### config.mk
export PLATFORM = sky130hd
export DESIGN_NAME = cun_ctrl
export DESIGN_NICKNAME = d
export VERILOG_FILES = /design/src/hdl/cun_pkg.sv /design/src/hdl/cun_ctrl.sv
export SDC_FILE = /design/constraint.sdc
export NUM_CORES = 1
export LEC_CHECK = 0
export ABC_AREA = 1
export BUFFER_PORTS_ARGS = -buffer_cell sky130_fd_sc_hd__buf_4
export CAP_MARGIN = 10
export CORE_UTILIZATION = 38
export DETAILED_ROUTE_END_ITERATION = 12
export GPL_TIMING_DRIVEN = 0
export PLACE_DENSITY = 0.77
export SYNTH_ARGS = -nofsm -noshare
export SYNTH_HDL_FRONTEND = slang
export SYNTH_SLANG_ARGS = --single-unit
export TNS_END_PERCENT = 1
### constraint.sdc
create_clock -name clock -period 2 [get_ports clock]
set_clock_uncertainty 0.05 [all_clocks]
set_input_delay 0.1 -clock clock [delete_from_list [all_inputs] [get_ports clock]]
set_output_delay 0.1 -clock clock [all_outputs]
set_load 0.005 [all_outputs]
### src/hdl/cun_pkg.sv
// Shared types, codes and elaboration helpers for the combination unrank/next block.
`timescale 1ns / 1ps
`default_nettype none
package cun_pkg;

   // field widths fixed by the interface
   localparam int CMD_W   = 2;
   localparam int RANK_W  = 24;
   localparam int FIELD_W = 5;
   localparam int CSR_IDX_W = 1;

   // command codes
   localparam logic [CMD_W-1:0] CMD_FIRST  = 2'd0;
   localparam logic [CMD_W-1:0] CMD_NEXT   = 2'd1;
   localparam logic [CMD_W-1:0] CMD_UNRANK = 2'd2;

   // register indexes
   localparam logic [CSR_IDX_W-1:0] REG_SET_SIZE     = 1'b0;
   localparam logic [CSR_IDX_W-1:0] REG_CHOOSE_COUNT = 1'b1;

   // register reset values
   localparam logic [FIELD_W-1:0] SET_SIZE_RST     = 5'd24;
   localparam logic [FIELD_W-1:0] CHOOSE_COUNT_RST = 5'd1;

   // controller to datapath commands
   typedef struct packed {
      logic fill_step;
      logic accept;
      logic load_first;
      logic nx_scan;
      logic nx_fill;
      logic ur_chk_addr;
      logic ur_chk;
      logic ur_addr;
      logic ur_cmp;
      logic emit;
   } cun_cmd_type;

   // datapath to controller status
   typedef struct packed {
      logic fill_last;
      logic idx_zero;
      logic nx_hit;
      logic idx_at_k;
      logic ram_ge;
      logic j_lt_rem;
      logic ur_last;
      logic emit_last;
   } cun_stat_type;

   // bits needed for the largest entry of a dim x dim Pascal table (elaboration only)
   function automatic int binom_bits(input int dim);
      longint unsigned row [0:63];
      longint unsigned mx;
      int b;
      for (int a = 0; a < 64; a++) row[a] = 0;
      row[0] = 1;
      for (int m = 1; m < dim; m++)
         for (int c = m; c > 0; c--) row[c] = row[c] + row[c-1];
      mx = 0;
      for (int c = 0; c < dim; c++)
         if (row[c] > mx) mx = row[c];
      b = 1;
      while ((longint'(1) << b) <= mx) b++;
      return b;
   endfunction

endpackage
`default_nettype wire

### src/hdl/cun_ctrl.sv
// Controller: sequences table fill, command decode, next scan, unrank walk and result emission.
`timescale 1ns / 1ps
`default_nettype none
module cun_ctrl (
   input  wire logic                        clock,
   input  wire logic                        reset,
   input  wire logic                        start,
   input  wire logic [cun_pkg::CMD_W-1:0]   req_cmd,
   output      logic                        busy,
   input  wire cun_pkg::cun_stat_type       st,
   output      cun_pkg::cun_cmd_type        cmd
);
   import cun_pkg::*;

   localparam logic [3:0] S_FILL   = 4'd0;
   localparam logic [3:0] S_IDLE   = 4'd1;
   localparam logic [3:0] S_NXSCAN = 4'd2;
   localparam logic [3:0] S_NXFILL = 4'd3;
   localparam logic [3:0] S_URCHKA = 4'd4;
   localparam logic [3:0] S_URCHKB = 4'd5;
   localparam logic [3:0] S_URA    = 4'd6;
   localparam logic [3:0] S_URB    = 4'd7;
   localparam logic [3:0] S_EMIT   = 4'd8;

   logic [3:0] state_ff, state_in;

   // next state and datapath commands
   always_comb begin
      state_in = state_ff;
      cmd      = '0;
      case (state_ff)
         S_FILL: begin
            cmd.fill_step = 1'b1;
            if (st.fill_last) state_in = S_IDLE;
         end
         S_IDLE: begin
            if (start) begin
               cmd.accept = 1'b1;
               case (req_cmd)
                  CMD_FIRST: begin
                     cmd.load_first = 1'b1;
                     state_in       = S_EMIT;
                  end
                  CMD_NEXT:   state_in = S_NXSCAN;
                  CMD_UNRANK: state_in = S_URCHKA;
                  default:    state_in = S_EMIT;
               endcase
            end
         end
         S_NXSCAN: begin
            cmd.nx_scan = 1'b1;
            if (st.idx_zero)    state_in = S_EMIT;
            else if (st.nx_hit) state_in = S_NXFILL;
         end
         S_NXFILL: begin
            if (st.idx_at_k) state_in = S_EMIT;
            else cmd.nx_fill = 1'b1;
         end
         S_URCHKA: begin
            cmd.ur_chk_addr = 1'b1;
            state_in        = S_URCHKB;
         end
         S_URCHKB: begin
            cmd.ur_chk = 1'b1;
            state_in   = st.ram_ge ? S_EMIT : S_URA;
         end
         S_URA: begin
            cmd.ur_addr = 1'b1;
            if (st.j_lt_rem)     state_in = S_URB;
            else if (st.ur_last) state_in = S_EMIT;
         end
         S_URB: begin
            cmd.ur_cmp = 1'b1;
            state_in   = (!st.ram_ge && st.ur_last) ? S_EMIT : S_URA;
         end
         S_EMIT: begin
            cmd.emit = 1'b1;
            if (st.emit_last) state_in = S_IDLE;
         end
         default: state_in = S_IDLE;
      endcase
   end

   // state register, fill sweep runs first after reset
   always_ff @(posedge clock) begin
      if (reset) begin
         state_ff <= S_FILL;
      end else begin
         state_ff <= state_in;
      end
   end

   assign busy = (state_ff != S_IDLE);

`ifndef SYNTHESIS
   // an accepted item keeps the block busy on the next cycle
   a_accept_busy: assert property (@(posedge clock) disable iff (reset)
      (start && !busy) |=> busy)
      else $error("not busy after accepting an item");
   // the final emit returns the block to idle
   a_emit_done: assert property (@(posedge clock) disable iff (reset)
      (state_ff == S_EMIT && st.emit_last) |=> !busy)
      else $error("still busy after the final item of a run");
`endif

endmodule
`default_nettype wire

==> impl_metrics.py, run 1 <==
metrics = {
    "finish": {
        "syn_to_final_growth_pct": 37.25,
        "nNetsFinal": 147,
        "drive_gt1_share_pct": 33.33,
        "reg_top3": "state_ff: 4 flops",
        "fin_util_pct": 58.39,
        "largest_reg_flops": 4,
        "multi_input_area_um2": 392.9,
        "nFillCells": 147,
        "final_cell_count_no_fill": 144,
        "insertedDiodeCount": 0,
        "top_register": "state_ff",
        "regArea_um2": 80.08,
    },
    "clock_network": {
        "cts_buffers": 3,
        "cts-root-buf": "clkbuf_4",
        "clk_latency_ns": 0.23,
        "post_cts_buffers": 0,
        "cts.sinks": 4,
        "clkTransAtPathRegs_ns": 0.03,
        "cts_tree": "built",
        "htreeDepth": 1,
        "cts-resized-gates": 0,
        "cts_buffer_depth": 2,
        "cts_hold_buf": 0,
    },
    "setup_path": {
        "path_max_fanout": 5,
        "arrival_ns": 1.33,
        "cpLargestDelayFamily": "simple AND/OR/NAND/NOR gates",
        "timing.critical_path.buf_inv": 2,
        "end_kind": "primary output",
        "worstPathRequired_ns": 1.85,
        "start_kind": "flop",
        "path_class": "reg2out",
        "path_cells": "nor2_1 -> inv_1 -> nor3_1 -> buf_4",
        "slowest_delay_ns": 0.36,
        "critPathSlowestCell": "dfxtp_1",
    },
    "global_routing": {
        "grt_overflow": 0,
        "antenna_found_initial": 0,
        "grt_pass1_wl_um": 2014,
        "grt_max_degree": 11,
        "track_usage_pct": 17.62,
        "first_global_vias": 546,
    },
    "route": {
        "vias_per_cell": 4.674,
        "drc_errors": 0,
        "vias": 673,
        "postRouteAntennaNets": 0,
        "drt_pass1_iterations": 4,
        "wl_per_cell_um": 9.444,
        "drt_wl_total_um": 1360,
        "drt_iter0_markers": 19,
    },
    "synth": {
        "yosysSeqAreaShare_pct": 13.94,
        "synth.avg_cell_area_um2": 5.576,
        "yosysWarnings": 0,
        "synthesis.instances": 103,
        "yosysTopAreaCellShare_pct": 16.34,
        "yosys-top-cells-count": "25 x nand2_1, 19 x inv_1, 16 x nor2_1, 10 x nand3_1",
        "async_flop_share_pct": 0,
        "synth_edf_count": 0,
        "synth_nets": 119,
        "synth.area.top_cells": "nand2_1 16%, dfxtp_1 14%, inv_1 12%, nor2_1 10%, nand3_1 8.7%",
        "synth-seq-cells": 4,
        "synth_flop_cell": "dfxtp_1",
        "synth_top_area_cell": "nand2_1",
        "yosysMostFrequentCell": "nand2_1",
        "yosysUniqueCellTypes": 16,
        "synth_area_um2": 574.3,
    },
    "timing": {
        "finalWorstSetupSlack_ns": 0.5230,
        "drv_slew": 0,
        "finalSetupTns_ns": 0,
        "setup_viol": 0,
        "period_share_pct": 73.85,
        "fin_crit_ns": 1.477,
        "fmax_ghz": 0.6770,
        "worst_pin_slew_ns": 0.3461,
        "rsz0062_at_grt": "false",
        "hold_viol": 0,
        "max_slew_margin_pct": 76.84,
    },
    "flow_run": {
        "cap_violations": 0,
    },
    "run_status": {
        "outcome": "finished clean",
    },
    "placed_design": {
        "dp_hpwl_um": 1161,
        "pre_cts_ws_ns": 0.6532,
        "placed_cells": 141,
        "port_buffers": 23,
        "finalWeightedCongestion": 0.8877,
    },
    "die": {
        "core_um2": 1350,
        "initial_core_util_pct": 42.54,
        "die_w_um": 40.88,
        "rows": 13,
        "chipHeight_um": 40.88,
        "die_area_um2": 1671,
        "io_pins": 24,
    },
    "power": {
        "power_density_nw_per_um2": 651.4,
        "p_leak_nw": 0.4976,
        "vdd_drop_max_uv": 527.1,
    },
    "hold_path": {
        "hp-class": "in2reg",
    },
}
-- cell usage in the layout, fill, tap and decap left out, drive strengths merged --
| master | instances |
|---|---|
| buf | 24 |
| nand4 | 1 |
| a21oi | 4 |
| inv | 24 |
| dfxtp | 4 |
| nand3b | 1 |
| nor3 | 3 |
| ha | 3 |
| nor2 | 21 |
| nand3 | 15 |
| nand2 | 26 |
| clkbuf | 3 |
-- metal layers --
metal / track usage, % / routed length (um)
met5: 0 / 0
met4: 6.667 / 0
met3: 2.174 / 73
met2: 32.42 / 707
met1: 20.20 / 579
-- layout make-up --
type | instances | area share [%]
clock buffer | 3 | 2.857
timing repair buffer | 23 | 21.90
tap | 15 | 2.381
sequential | 4 | 10.16
multi-input combinational | 74 | 49.84
inverter | 24 | 11.43
buffer | 1 | 1.429
-- worst paths after layout --
check               from     endpoint  slack [ns]  depth (start not counted)
min                reset  state_ff[0]        0.01                          2
max reg2reg  state_ff[3]  state_ff[2]        0.64                          7
max          state_ff[0]       cmd[0]        0.52                          4
min reg2reg  state_ff[1]  state_ff[1]        0.50                          2
-- power breakdown --
part	switching, mW	total, mW	internal [mW]
sequential	0.0249	0.120	0.0947
clock	0.0277	0.0944	0.0667
combinational	0.171	0.299	0.129
-- cell families (layout without fill, tap and decap cells) --
group	count (synthesis)	after routing	share of synthesized area, %
compound gates	4	4	3.486
simple gates	67	67	58.39
buf+inv	25	51	17.65
flops	4	4	13.94
fa+ha+maj	3	3	6.537
-- through the flow --
stage	hold slack [ns]	power (mW)	cell area [um2]
after global placement	0.2413	0.4155	765.7
after floorplan	0.1191	0.3143	574.3
after global routing	0.009065	0.5595	788.3
after CTS	0.001213	0.5217	788.3
final	0.01238	0.5134	788.3
after detailed placement	0.2461	0.4208	765.7
Power figures use the tool's default switching activity.
==> run 2, diff against run 1 <==
Clock period 2 ns to 1.4 ns, I/O delays scaled along.
==> run 2 against run 1 <==
  * Via count is 2.7% higher
  * Highest routed layer unchanged
  * Clock power is 43% higher
  * Combinational power is 56% higher
  * Non-clock buffer count is 3 higher
==> impl_metrics.py, run 2 (synthesis gave the netlist of run 1 again) <==
metrics = {
    "run_status": {
        "outcome": "finished clean",
    },
    "placed_design": {
        "placed_area_um2": 765.7,
        "dp_hpwl_um": 1161,
        "port_buffers": 23,
        "finalWeightedCongestion": 0.8877,
        "pre_cts_ws_ns": 0.05319,
        "placed_cells": 141,
    },
    "power": {
        "power_density_nw_per_um2": 922.1,
        "vdd_drop_max_uv": 812.5,
        "power_mw": 0.7846,
        "p_leak_nw": 0.5160,
    },
    "timing": {
        "finalSetupTns_ns": 0,
        "fmax_ghz": 0.7563,
        "setup_viol": 0,
        "drv_slew": 0,
        "fin_crit_ns": 1.322,
        "period_share_pct": 94.45,
        "hold_viol": 0,
        "worst_pin_slew_ns": 0.2467,
        "max_slew_margin_pct": 83.51,
        "finalWorstSetupSlack_ns": 0.07776,
        "rsz0062_at_grt": "false",
    },
    "die": {
        "io_pins": 24,
        "die_w_um": 40.88,
        "die_area_um2": 1671,
        "initial_core_util_pct": 42.54,
        "chipHeight_um": 40.88,
        "core_um2": 1350,
        "rows": 13,
    },
    "setup_path": {
        "path_max_fanout": 8,
        "cpLargestDelayFamily": "flip-flops",
        "worstPathRequired_ns": 1.28,
        "path_cells": "inv_2 -> nor2_4 -> buf_4 -> nand2_1 -> inv_1 -> buf_4",
        "path_class": "reg2out",
        "arrival_ns": 1.20,
        "crit_top_cell": "buf_4",
        "slowest_delay_ns": 0.38,
        "timing.critical_path.buf_inv": 4,
        "critPathSlowestCell": "dfxtp_4",
        "start_kind": "flop",
        "end_kind": "primary output",
    },
    "finish": {
        "drive_gt1_share_pct": 41.67,
        "final_cell_count_no_fill": 147,
        "final_common_cell": "buf_4",
        "nNetsFinal": 150,
        "largest_reg_flops": 4,
        "multi_input_area_um2": 422.9,
        "regArea_um2": 90.09,
        "insertedDiodeCount": 0,
        "reg_top3": "state_ff: 4 flops",
        "fin_area_um2": 850.8,
        "nFillCells": 136,
        "top_register": "state_ff",
        "final_cell_mix": "24 x buf_4, 23 x nand2_1, 19 x inv_1",
        "syn_to_final_growth_pct": 48.15,
    },
    "clock_network": {
        "cts_tree": "built",
        "clkTransAtPathRegs_ns": 0.03,
        "htreeDepth": 1,
        "cts_buffers": 3,
        "clk_latency_ns": 0.23,
        "cts.sinks": 4,
        "cts_buffer_depth": 2,
        "cts-root-buf": "clkbuf_4",
    },
    "global_routing": {
        "grt_pass1_wl_um": 2042,
        "first_global_vias": 556,
        "antenna_found_initial": 0,
        "track_usage_pct": 17.85,
        "grt_max_degree": 11,
        "grt_overflow": 0,
    },
    "route": {
        "wl_per_cell_um": 10.05,
        "drc_errors": 0,
        "drt_wl_total_um": 1478,
        "vias_per_cell": 4.701,
        "drt_pass1_iterations": 4,
        "vias": 691,
        "postRouteAntennaNets": 0,
        "drt_iter0_markers": 15,
    },
    "hold_path": {
        "hp-class": "in2reg",
    },
    "flow_run": {
        "cap_violations": 0,
    },
}
==> run 2: repair_timing <==
item                                    in CTS  in global routing
cloned                                       0                  1
hold buffers                                 1                  0
buffers inserted                             0                  1
pin swaps                                    0                  2
endpoints found under the setup margin       2                  8
hold endpoints to repair                     4                  0
gates resized for setup                      1                 13
==> run 2: power by group <==
| group | internal, mW | total, mW | switching (mW) |
|---|---|---|---|
| Combinational | 0.207 | 0.465 | 0.258 |
| Sequential | 0.139 | 0.185 | 0.0460 |
| Clock | 0.0954 | 0.135 | 0.0396 |
==> run 2: through the flow <==
step	hold slack, ns	util (%)
after detailed placement	0.2161	56.72
after floorplan	0.08907	-
after global routing	0.1157	63.02
after global placement	0.2113	56.72
final	0.1008	63.02
after CTS	0.1025	59.31
==> run 2: layer usage <==
metal	vias to the layer above	routed length [um]	GRT usage (%)
li1	370	-	-
met2	16	775	33.20
met1	305	634	20.20
met4	0	0	6.667
met5	-	0	0
met3	0	68	2.174
==> run 2: worst paths after layout <==
check	slack [ns]	end	startpoint	depth (start not counted)
setup / recovery	0.08	cmd[6]	state_ff[1]	6
hold / removal	0.10	state_ff[3]	st[0]	4
setup reg to reg	0.10	state_ff[2]	state_ff[2]	8
hold reg to reg	0.48	state_ff[0]	state_ff[0]	2
==> run 2: tightest hold or removal path, cell delays in order <==
cell	delay [ns]
buf_4	0.08
inv_2	0.03
nand3_2	0.09
a21oi_2	0.06
==> run 2: layout make-up <==
type | instances | share of cell area, %
flip-flops and latches | 4 | 10.59
clock buffers | 3 | 2.647
well taps | 15 | 2.206
repair buffers | 26 | 22.94
plain buffers | 1 | 1.324
inverters | 24 | 10.59
multi-input cells | 74 | 49.71
